<file path="src/lsmc_pkg.sv">
package lsmc_pkg;

	localparam int BYTE_W    = 8;
	localparam int LEN_W     = 4;
	localparam int BLOCK_W   = 3;
	localparam int PAT_BYTES = 8;
	localparam int PAT_W     = PAT_BYTES * BYTE_W;
	localparam int LINE_W    = 16;
	localparam int TOTAL_W   = 32;
	localparam int CFG_IDX_W = 1;

	localparam logic [CFG_IDX_W-1:0] CFG_PATTERN = 1'b0;
	localparam logic [CFG_IDX_W-1:0] CFG_LENGTH  = 1'b1;

	typedef logic [BYTE_W-1:0] byte_t;

	typedef struct packed {
		logic shift;
		logic clear;
	} cell_ctl_t;

endpackage

</file>
<file path="src/lsmc_cell.sv">
module lsmc_cell
	import lsmc_pkg::*;
(
	input  logic      clk,
	input  logic      arst_n,
	input  cell_ctl_t ctl,
	input  byte_t     byte_in,
	input  logic      valid_in,
	input  byte_t     want,
	input  logic      used,
	output byte_t     byte_q,
	output logic      valid_q,
	output logic      ok
);

	always_ff @(posedge clk) begin
		if (ctl.shift) begin
			byte_q <= byte_in;
		end
	end

	always_ff @(posedge clk or negedge arst_n) begin
		if (!arst_n) begin
			valid_q <= 1'b0;
		end else if (ctl.clear) begin
			valid_q <= 1'b0;
		end else if (ctl.shift) begin
			valid_q <= valid_in;
		end
	end

	// judge the byte this cell holds after the shift
	assign ok = !used || (valid_in && (byte_in == want));

endmodule

</file>
<file path="src/line_substring_match_counter_core.sv">
// Line substring match counter.
// Text enters one transaction per cycle on the input channel (in_valid/in_ready):
// char_byte is a character of the current line, or line_end=1 closes the line.
// Each closed line yields one transaction on the output channel (out_valid/out_ready)
// carrying line_number, line_matched, line_count and total_count.
// The pattern (cfg index 0, 64 bits, first byte lowest) and its length (cfg index 1,
// 1..MAX_PATTERN) are written on the cfg channel, which is always ready.
// Characters are absorbed at one per cycle by a chain of MAX_PATTERN byte cells that
// compare against the pattern in parallel; a match is counted in the cycle the
// character is accepted. A line result appears on the output register in the cycle after
// its line_end is accepted. Throughput is one transaction per cycle.
// When the receiver stalls, characters are still taken; a further line_end waits
// while a result is held and not taken.
// Reset clears the line state, sets line numbering to 1, pattern to zero and length
// to 1; no clearing pass is needed.
module line_substring_match_counter_core
	import lsmc_pkg::*;
#(
	parameter int MAX_PATTERN = 8
) (
	input  logic                 clk,
	input  logic                 arst_n,
	input  logic                 in_valid,
	output logic                 in_ready,
	input  logic [BYTE_W-1:0]    char_byte,
	input  logic                 line_end,
	output logic                 out_valid,
	input  logic                 out_ready,
	output logic [LINE_W-1:0]    line_number,
	output logic                 line_matched,
	output logic [LINE_W-1:0]    line_count,
	output logic [TOTAL_W-1:0]   total_count,
	input  logic                 cfg_valid,
	output logic                 cfg_ready,
	input  logic [CFG_IDX_W-1:0] cfg_index,
	input  logic [PAT_W-1:0]     cfg_data
);

	localparam logic [LEN_W-1:0] MAX_LEN = LEN_W'(MAX_PATTERN);

	logic [PAT_BYTES-1:0][BYTE_W-1:0] pattern_q;
	logic [LEN_W-1:0]   length_q;
	logic [BLOCK_W-1:0] block_q;
	logic [LINE_W-1:0]  hits_q;
	logic [LINE_W-1:0]  index_q;
	logic [TOTAL_W-1:0] total_q;

	logic [LEN_W-1:0] eff_len;
	logic             take;
	logic             take_char;
	logic             take_end;
	cell_ctl_t        ctl;

	byte_t [MAX_PATTERN-1:0] cell_byte;
	logic  [MAX_PATTERN-1:0] cell_valid;
	logic  [MAX_PATTERN-1:0] cell_ok;
	logic                    hit;

	assign cfg_ready = 1'b1;
	assign in_ready  = !out_valid || out_ready || !line_end;
	assign take      = in_valid && in_ready;
	assign take_char = take && !line_end;
	assign take_end  = take && line_end;
	assign ctl       = '{shift: take_char, clear: take_end};

	always_comb begin
		if (length_q == '0) begin
			eff_len = LEN_W'(1);
		end else if (length_q > MAX_LEN) begin
			eff_len = MAX_LEN;
		end else begin
			eff_len = length_q;
		end
	end

	for (genvar p = 0; p < MAX_PATTERN; p++) begin : g_cell
		logic [LEN_W-1:0] sel;
		byte_t            in_byte;
		logic             in_valid_bit;

		assign sel = eff_len - LEN_W'(1) - LEN_W'(p);

		if (p == 0) begin : g_head
			assign in_byte      = char_byte;
			assign in_valid_bit = 1'b1;
		end else begin : g_link
			assign in_byte      = cell_byte[p-1];
			assign in_valid_bit = cell_valid[p-1];
		end

		lsmc_cell u_cell (
			.clk      (clk),
			.arst_n   (arst_n),
			.ctl      (ctl),
			.byte_in  (in_byte),
			.valid_in (in_valid_bit),
			.want     (pattern_q[sel[BLOCK_W-1:0]]),
			.used     (LEN_W'(p) < eff_len),
			.byte_q   (cell_byte[p]),
			.valid_q  (cell_valid[p]),
			.ok       (cell_ok[p])
		);
	end

	assign hit = &cell_ok;

	always_ff @(posedge clk or negedge arst_n) begin
		if (!arst_n) begin
			pattern_q <= '0;
			length_q  <= LEN_W'(1);
		end else if (cfg_valid && cfg_ready) begin
			case (cfg_index)
				CFG_PATTERN: pattern_q <= cfg_data;
				CFG_LENGTH:  length_q  <= cfg_data[LEN_W-1:0];
				default: ;
			endcase
		end
	end

	always_ff @(posedge clk or negedge arst_n) begin
		if (!arst_n) begin
			block_q <= '0;
			hits_q  <= '0;
			index_q <= LINE_W'(1);
			total_q <= '0;
		end else if (take_end) begin
			block_q <= '0;
			hits_q  <= '0;
			if (index_q != '1) begin
				index_q <= index_q + LINE_W'(1);
			end
		end else if (take_char) begin
			if (block_q != '0) begin
				block_q <= block_q - BLOCK_W'(1);
			end else if (hit) begin
				if (hits_q != '1) begin
					hits_q <= hits_q + LINE_W'(1);
				end
				if (total_q != '1) begin
					total_q <= total_q + TOTAL_W'(1);
				end
				block_q <= BLOCK_W'(eff_len - LEN_W'(1));
			end
		end
	end

	always_ff @(posedge clk or negedge arst_n) begin
		if (!arst_n) begin
			out_valid <= 1'b0;
		end else if (take_end) begin
			out_valid <= 1'b1;
		end else if (out_ready) begin
			out_valid <= 1'b0;
		end
	end

	always_ff @(posedge clk) begin
		if (take_end) begin
			line_number  <= index_q;
			line_matched <= (hits_q != '0);
			line_count   <= hits_q;
			total_count  <= total_q;
		end
	end

endmodule

</file>
<file path="config.mk">
export PLATFORM = sky130hd
export DESIGN_NAME = line_substring_match_counter_core
export DESIGN_NICKNAME = d
export VERILOG_FILES = /design/src/lsmc_pkg.sv /design/src/lsmc_cell.sv /design/src/line_substring_match_counter_core.sv
export SDC_FILE = /design/constraint.sdc
export NUM_CORES = 1
export LEC_CHECK = 0
export BUFFER_PORTS_ARGS = -buffer_cell sky130_fd_sc_hd__clkbuf_2
export CAP_MARGIN = 20
export CORE_MARGIN = 3
export CORE_UTILIZATION = 40
export DETAILED_ROUTE_END_ITERATION = 12
export PLACE_DENSITY = 0.67
export SYNTH_ARGS = -nofsm -noshare
export SYNTH_HDL_FRONTEND = slang
export SYNTH_HIERARCHICAL = 1
export SYNTH_SLANG_ARGS = --single-unit
</file>
<file path="constraint.sdc">
create_clock -name clk -period 8.4 [get_ports clk]
set_input_delay 2.1 -clock clk [delete_from_list [all_inputs] [get_ports clk]]
set_output_delay 2.1 -clock clk [all_outputs]
set_load 0.005 [all_outputs]
</file>
* After elaboration in Yosys (flattened, before gate mapping)
Index checks and enable logic that the tools add are counted.
** Cells by class
- Add/sub/neg operators :: 12
- Multiply operators :: 0
- Divide/modulo/power cells :: 0
- Order comparisons :: 17
- Equality and inequality tests :: 12
- Shift-type cells :: 0
- Muxes and demuxes :: 43
- Bitwise logic cells :: 3
- Reduce and logical (&&, ||, !) cells :: 45
** Operator list (number)
- binary-select mux 8 bit (select 3 bit) :: 8
- two-way mux 16 bit :: 5
- == test 8 bit :: 8
- two-way mux 8 bit :: 8
- adder 16 x 1 -> 16 bit (second input constant) :: 2
- adder 32 x 1 -> 32 bit (second input constant) :: 1
- < comparator 3 x 4 -> 1 bit (second input constant) :: 8
- != test 16 bit (second input constant) :: 2
- != test 32 bit (second input constant) :: 1
- < comparator 3 x 4 -> 1 bit (first input constant) :: 4
- two-way mux 1 bit :: 16
- nonzero test 16 bit :: 1
- two-way mux 3 bit :: 4
- AND reduction 12 bit :: 1
- subtractor 3 bit (second input constant) :: 4
- logical AND 1 bit :: 10
- zero test 1 bit :: 10
- logical OR 1 bit :: 10
- subtractor 3 x 1 -> 3 bit (second input constant) :: 3
- < comparator 1 x 4 -> 1 bit (first input constant) :: 2
- < comparator 2 x 4 -> 1 bit (first input constant) :: 2
- two-way mux 4 bit :: 2
- AND reduction 2 bit :: 4
- AND reduction 8 bit :: 1
- other kinds (8) :: 15
** Word-level totals
- Flip-flop bits (word level) :: 264
- Latch bits :: 0
- Memory bits (writable) :: 0
- Memory bits (read-only) :: 0
- Bits of input ports :: 79
- Output and inout port bits :: 68
- Word-level logic and storage cells :: 164
- Memories kept :: 0

* Logic depth before layout (Yosys ltp)
Gate-level depths: netlist of the first run.
- Word-level depth :: 15
- Mapped depth :: 21
- Gate-level depth less buffers :: 15

* Modules after synthesis
The synthesis of the first run kept the hierarchy.
** By module, submodules not included
- line_substring_match_counter_core :: times used 1, cells each 788, area an instance 10197.3 um2, sequential area each 5357.6 um2
- lsmc_cell :: times used 8, cells each 23, area an instance 376.6 um2, sequential area each 265.3 um2

* Least setup slack after synthesis of the first run
Ideal clock, no wire load.
- Path kind :: in2reg
- Start :: input port out_ready
- End :: register line_count[0] (enable)
- Setup time :: 0.463 ns
- Arrival time :: 4.945 ns
- Required time :: 7.937 ns
- Path slack :: 2.992 ns
- Cell stages on the path :: 5
- Path buffers :: 2
- Path through :: nand2b_1 > nand3_1 > inv_1 > clkbuf_1 > clkbuf_1
** On the way
- Cells in the longest elaborated chain, start to end :: 4
** RTL lines
- from (decl) :: RTL line line_substring_match_counter_core.sv:28 : input logic out_ready,
- logical OR 1 bit (2 in a row) :: RTL line line_substring_match_counter_core.sv:60 : assign in_ready = !out_valid || out_ready || !line_end;
- logical AND 1 bit :: RTL line line_substring_match_counter_core.sv:61 : assign take = in_valid && in_ready;
- logical AND 1 bit :: RTL line line_substring_match_counter_core.sv:63 : assign take_end = take && line_end;
- named net take_end :: RTL line line_substring_match_counter_core.sv:51 : logic take_end;
- to (signal assigned) :: RTL line line_substring_match_counter_core.sv:161 : line_count <= hits_q;
- to (decl) :: RTL line line_substring_match_counter_core.sv:31 : output logic [LINE_W-1:0] line_count,
The timed path passes the listed nets, and every way through them passes these cells.
A chain may end at the register's enable or synchronous reset.

* Worst setup path after layout of the first run
- Start :: register length_q[2]
- End :: register hits_q[15]
** On the way
- Cells in the longest elaborated chain, start to end :: 13
- Elaborated cells on any way between the ends :: 70
- Those cells by class :: 8 x add/sub; 9 x order compare; 8 x eq/ne; 18 x mux; 27 x reduce/logical
** RTL lines
- from (decl) :: RTL line line_substring_match_counter_core.sv:42 : logic [LEN_W-1:0] length_q;
- from (signal assigned) :: RTL line line_substring_match_counter_core.sv:114 : CFG_LENGTH: length_q <= cfg_data[LEN_W-1:0];
- greater-than comparator 4 bit :: RTL line line_substring_match_counter_core.sv:69 : end else if (length_q > MAX_LEN) begin
- two-way mux 4 bit :: RTL line line_substring_match_counter_core.sv:69
- two-way mux 4 bit * :: RTL line line_substring_match_counter_core.sv:67 : if (length_q == '0) begin
- subtractor 3 x 1 -> 3 bit :: RTL line line_substring_match_counter_core.sv:81 : assign sel = eff_len - LEN_W'(1) - LEN_W'(p);
- subtractor 3 x 2 -> 3 bit :: RTL line line_substring_match_counter_core.sv:81
- binary-select mux 8 bit (select 3 bit) :: RTL line line_substring_match_counter_core.sv:97 : .want (pattern_q[sel[BLOCK_W-1:0]]),
- two-way mux 8 bit (not written as such) :: RTL line line_substring_match_counter_core.sv:97
- == test 8 bit :: RTL line lsmc_cell.sv:33 : assign ok = !used || (valid_in && (byte_in == want));
- logical AND 1 bit :: RTL line lsmc_cell.sv:33
- logical OR 1 bit * :: RTL line lsmc_cell.sv:33
- named net cell_ok[2] :: RTL line line_substring_match_counter_core.sv:56 : logic [MAX_PATTERN-1:0] cell_ok;
- AND reduction 8 bit * :: RTL line line_substring_match_counter_core.sv:105 : assign hit = &cell_ok;
- nonzero test 2 bit (no line) *
- AND reduction 4 bit (no line) *
- to (signal assigned) :: RTL line line_substring_match_counter_core.sv:137 : hits_q <= hits_q + LINE_W'(1);
- to (decl) :: RTL line line_substring_match_counter_core.sv:44 : logic [LINE_W-1:0] hits_q;
The timed path passes the listed nets; every way through them passes the cells marked *. The select of a mux whose other input is x is not followed.

==> impl_metrics.json, run 1 <==
{
  "status": "finished clean",
  "setup_ws_ns": 3.00,
  "io_buffer_count": 145,
  "cts_num_sinks": 264,
  "start_kind": "flip-flop",
  "core_um2": 31700,
  "path_max_fanout": 20,
  "met3_usage_pct": 2.89,
  "globalRouteMet2Util_pct": 26.6,
  "cts-root-buf": "clkbuf_16",
  "cts-resized-gates": 0,
  "area_delta_synth_final_pct": 16.9,
  "grt_use_total_pct": 16.6,
  "max-cap-violations": 0,
  "drtIter0Drc": 516,
  "arrival_ns": 5.88,
  "p_total_mw": 4.05,
  "wl_per_cell_um": 18.7,
  "vias_per_cell": 5.26,
  "grt_busiest_layer": "met2",
  "clk_transition_reported_paths_ns": 0.06,
  "seqCellArea_um2": 7210,
  "post_cts.repair.setup_buffers": 0,
  "p_per_area_nw_per_um2": 268,
  "grt_pass1_wl_um": 45300,
  "antenna_found_initial": 1,
  "clk_latency_ns": 0.57,
  "num_vias": 8085,
  "cp_slowest_stage_delay_ns": 0.72,
  "cpMaxStageDelayCell": "or4_1",
  "finalMaxSlewViolations": 0,
  "multi_input_area_um2": 5520,
  "die_x_um": 186,
  "cts_tree": "built",
  "drive_gt1_share_pct": 31.8,
  "first_pass_iters": 5,
  "utilization_pct": 47.7,
  "io_pins": 147,
  "crit_type": "flip-flop to flip-flop",
  "post-route-min-period_ns": 5.40,
  "ir_drop_mv": 0.189,
  "hp-class": "flip-flop to flip-flop",
  "wirelength_um": 28700,
  "place_inst": 1483,
  "cts_buffers": 29,
  "instances_no_fill": 1537,
  "synthCells": 961,
  "syn_avg_cell_area_um2": 13.5,
  "crit_top_cell": "nand4_1",
  "start_util_pct": 40.8,
  "tns_ns": 0,
  "max_freq_ghz": 0.185,
  "cp_num_buf_inv": 2,
  "pre_cts_ws_ns": 3.03,
  "grt_max_degree": 81,
  "period_share_pct": 64.3,
  "gp_congestion": 0.851,
  "first_global_vias": 8005,
  "fillCellCount": 2816,
  "die-area_um2": 34500,
  "grt.met1_usage_pct": 23.9,
  "yosysWarnings": 6,
  "worstPathRequired_ns": 8.87,
  "globalRouteOverflowTotal": 0,
  "worstMarginPinSlew_ns": 1.01,
  "worstSetupEndpointType": "flip-flop",
  "clockBufferDepth": 3,
  "max_slew_margin_pct": 32.5,
  "num_rows": 65,
  "dp_hpwl_um": 20400,
  "cp_top_family": "simple AND/OR/NAND/NOR gates",
  "drtAntennaViolNets": 0,
  "cts_htree_levels": 1,
  "fp.dieH_um": 186,
  "diodes": 0,
  "finalHoldViolations": 0,
  "path_cells": "o21ba_2 > nor2_4 > inv_1 > ha_1 > xnor2_2 > buf_4 > xor2_1 > mux2_2 > xnor2_1 > nand4_1 > o31ai_2 > nand4_1 > or4_1 > a2111o_1 > or3_1 > a21oi_1",
  "syn_area_um2": 12900,
  "drc_errors": 0,
  "final.setup_skew_ns": 0.0179,
  "setup_viol": 0,
  "rsz0062_at_grt": "no",
  "final_nets": 1200,
  "p_leak_nw": 6.18,
  "cts_hold_buf": 0
}
==> per-stage QoR <==
| stage | instance area (um^2) | hold slack [ns] |
|---|---|---|
| 2_1_floorplan | 12900 | 0.425 |
| 3_3_place_gp | 14100 | 0.433 |
| 3_5_place_dp | 14100 | 0.449 |
| 4_1_cts | 15100 | 0.461 |
| 5_1_grt | 15100 | 0.472 |
| 6_report | 15100 | 0.455 |
==> registers in the layout, summed over array words and instances, names as in the netlist <==
register and flops:
length_q 4, total_count 32, out_valid 1, block_q 3
line_matched 1, line_number 16, hits_q 16, line_count 16
g_cell.u_cell/valid_q 7, index_q 16, total_q 32, pattern_q 64
g_cell.u_cell/byte_q 56
==> per-layer routing <==
metal  up-vias  part of all wire, %
met4         2                  1.3
met5         -                0.045
met3        27                  5.0
li1       3859                    -
met1      4019                   47
met2       178                   47
==> worst register-to-register path, stage by stage, from the launching register on <==
cell      delay [ns]
dfrtp_1         0.46
o21ba_2         0.26
nor2_4          0.33
inv_1           0.11
ha_1            0.26
xnor2_2         0.16
buf_4           0.31
xor2_1          0.65
mux2_2          0.42
xnor2_1         0.18
nand4_1         0.15
o31ai_2         0.23
nand4_1         0.19
or4_1           0.72
a2111o_1        0.44
or3_1           0.32
a21oi_1         0.14
==> final timing paths <==
check | from | endpoint | depth (start not counted) | slack, ns
max in group asynchronous | arst_n | hits_q[0]$_DFFE_PN0P_ | 2 | 5.45
min | index_q[11]$_DFFE_PN0P_ | line_number[11]$_DFFE_PN_ | 0 | 0.46
max reg2reg | length_q[2]$_DFFE_PN0P_ | hits_q[15]$_DFFE_PN0P_ | 16 | 3.00
max | length_q[2]$_DFFE_PN0P_ | hits_q[15]$_DFFE_PN0P_ | 16 | 3.00
min in group asynchronous | arst_n | pattern_q[6]$_DFFE_PN0P_ | 1 | 1.52
min reg2reg | index_q[11]$_DFFE_PN0P_ | line_number[11]$_DFFE_PN_ | 0 | 0.46
==> area by class of cell <==
type	count	area share, %
multi-input combinational	648	36.5
tap	402	3.33
sequential	264	47.7
clock inverter	12	0.836
inverter	13	0.331
clock buffer	42	5.88
timing repair buffer	156	5.39
==> power breakdown <==
group / internal, mW / switching, mW / total, mW
Sequential: 1.46 / 0.0815 / 1.54
Clock: 0.797 / 0.525 / 1.32
Combinational: 0.583 / 0.600 / 1.18
==> layout by cell type, fill, tap and decap left out, types with 8 or more instances in the layout <==
master / n
and3_1: 15
buf_4: 11
clkbuf_16: 32
clkbuf_2: 144
dfrtp_1: 141
edfxtp_1: 121
ha_1: 8
inv_1: 11
mux2_2: 136
mux2i_1: 138
nand2_1: 39
nand3_1: 26
nand4_1: 39
nor2_1: 34
nor3_1: 9
o31ai_2: 8
xnor2_1: 103
xor2_1: 14
Power figures use the tool's default switching activity.
==> run 2, diff against run 1 <==
Settings changed: PLACE_DENSITY 0.67 to 0.69.
Clock period 8.4 ns to 4.7 ns, I/O delays scaled along.
==> impl_metrics.json, run 2 (same netlist as run 1, synthesis figures left out) <==
{
  "ir_drop_mv": 0.294,
  "pre_cts_ws_ns": 0.192,
  "rsz0062_at_grt": "no",
  "period_share_pct": 93.6,
  "die_x_um": 186,
  "drtIter0Drc": 430,
  "first_global_vias": 8188,
  "clockBufferDepth": 3,
  "start_util_pct": 40.8,
  "cts_num_sinks": 264,
  "worstSetupEndpointType": "flip-flop",
  "finalMaxSlewViolations": 0,
  "fillCellCount": 2799,
  "setup_ws_ns": 0.301,
  "grt_max_degree": 87,
  "fp.dieH_um": 186,
  "core_um2": 31700,
  "arrival_ns": 4.87,
  "path_max_fanout": 14,
  "status": "finished clean",
  "num_vias": 8189,
  "io_pins": 147,
  "instances_no_fill": 1563,
  "placed_cell_area_um2": 14400,
  "final_common_cell": "clkbuf_2",
  "antenna_found_initial": 0,
  "worstPathRequired_ns": 5.17,
  "mostFrequentLayoutCells": "144 x clkbuf_2, 141 x dfrtp_1, 138 x mux2i_1",
  "cts_htree_levels": 1,
  "max-cap-violations": 0,
  "post-route-min-period_ns": 4.40,
  "dp_hpwl_um": 21100,
  "gp_congestion": 0.873,
  "hp-class": "flip-flop to flip-flop",
  "largest_reg_flops": 64,
  "cts-root-buf": "clkbuf_16",
  "num_rows": 65,
  "grt_pass1_wl_um": 45600,
  "final_nets": 1226,
  "finalHoldViolations": 0,
  "worstMarginPinSlew_ns": 0.821,
  "tns_ns": 0,
  "wirelength_um": 28800,
  "setup_viol": 0,
  "die-area_um2": 34500,
  "p_per_area_nw_per_um2": 470,
  "grt_use_total_pct": 16.6,
  "whs_ns": 0.459,
  "clk_latency_ns": 0.55,
  "cts_tree": "built",
  "max_freq_ghz": 0.227,
  "cts_buffers": 29,
  "multi_input_area_um2": 5580,
  "globalRouteOverflowTotal": 0,
  "largest_register": "pattern_q",
  "final.setup_skew_ns": 0.00906,
  "area_delta_synth_final_pct": 18.9,
  "drtAntennaViolNets": 0,
  "cts_hold_buf": 0,
  "seqCellArea_um2": 7210,
  "start_kind": "flip-flop",
  "p_leak_nw": 6.29,
  "r2r_slack_ns": 0.30,
  "drive_gt1_share_pct": 33.8,
  "crit_type": "flip-flop to flip-flop",
  "diodes": 0,
  "drc_errors": 0,
  "place_inst": 1506,
  "design_area_um2": 15400,
  "clk_transition_reported_paths_ns": 0.06,
  "wl_per_cell_um": 18.4,
  "io_buffer_count": 145,
  "max_slew_margin_pct": 45.3,
  "vias_per_cell": 5.24,
  "first_pass_iters": 5,
  "reg.largest.list": "pattern_q x64, g_cell.u_cell/byte_q x56"
}
-- run 2: changes by cell type in the layout (fill, tap and decap cells not counted), moves of 2 or more --
cell,change
buf_4,+19
xor2_4,+2
clkbuf_1,+2
clkbuf_16,-2
xor2_1,-2
a2111oi_1,+2
a2111oi_0,-2
clkinv_2,+2
buf_12,+7
clkbuf_8,-2
-- run 2: cell type report --
class                   instances  area share (%)
flip-flops and latches        264            46.9
multi-input cells             648            36.3
repair buffers                182            7.14
clock buffers                  40            5.32
well taps                     402            3.27
clock inverters                14           0.700
inverters                      13           0.326
-- run 2: path summary, 6_finish.rpt --
path | from | to | cells past startpoint
setup / recovery | length_q[0]$_DFFE_PN1P_ | hits_q[15]$_DFFE_PN0P_ | 17
hold / removal | index_q[11]$_DFFE_PN0P_ | line_number[11]$_DFFE_PN_ | 0
setup reg to reg | length_q[0]$_DFFE_PN1P_ | hits_q[15]$_DFFE_PN0P_ | 17
hold reg to reg | index_q[11]$_DFFE_PN0P_ | line_number[11]$_DFFE_PN_ | 0
max in group asynchronous | arst_n | pattern_q[13]$_DFFE_PN0P_ | 2
min in group asynchronous | arst_n | out_valid$_DFFE_PN0P_ | 1
-- run 2: worst max-delay path, stage by stage, from the launching register on --
cell and delay, ns:
dfstp_2 0.53, o21ba_2 0.17, nor2_4 0.09, inv_1 0.06, ha_1 0.24, xnor2_2 0.22
buf_12 0.17, xor2_2 0.21, buf_12 0.18, mux2_2 0.35, xnor2_1 0.18, nand4_1 0.16
o31ai_2 0.20, nand4_1 0.16, or4_4 0.62, a2111o_1 0.33, or3_1 0.31, a21oi_1 0.14
-- run 2: power by group --
group / internal (mW) / total, mW / switching (mW)
sequential: 2.61 / 2.75 / 0.142
combinational: 1.16 / 2.28 / 1.12
clock: 1.27 / 2.19 / 0.921
-- run 2: per-stage QoR --
step	power [mW]	util, %
global route	7.59	48.5
detailed placement	5.04	45.4
floorplan	4.41	-
finish	7.22	48.5
global placement	5.00	45.4
CTS	7.26	48.3
-- run 2: repair_timing --
action | in CTS | in global routing
setup buffers | 0 | 3
setup endpoints to repair | 0 | 25
gates resized for setup | 0 | 4
-- run 2: layer usage --
metal / up-vias / share of wire [%] / track usage, %
met4: 0 / 1.9 / 4.29
met5: - / 0 / 0
li1: 3893 / - / -
met3: 35 / 4.0 / 2.70
met2: 154 / 49 / 28.0
met1: 4107 / 45 / 22.4
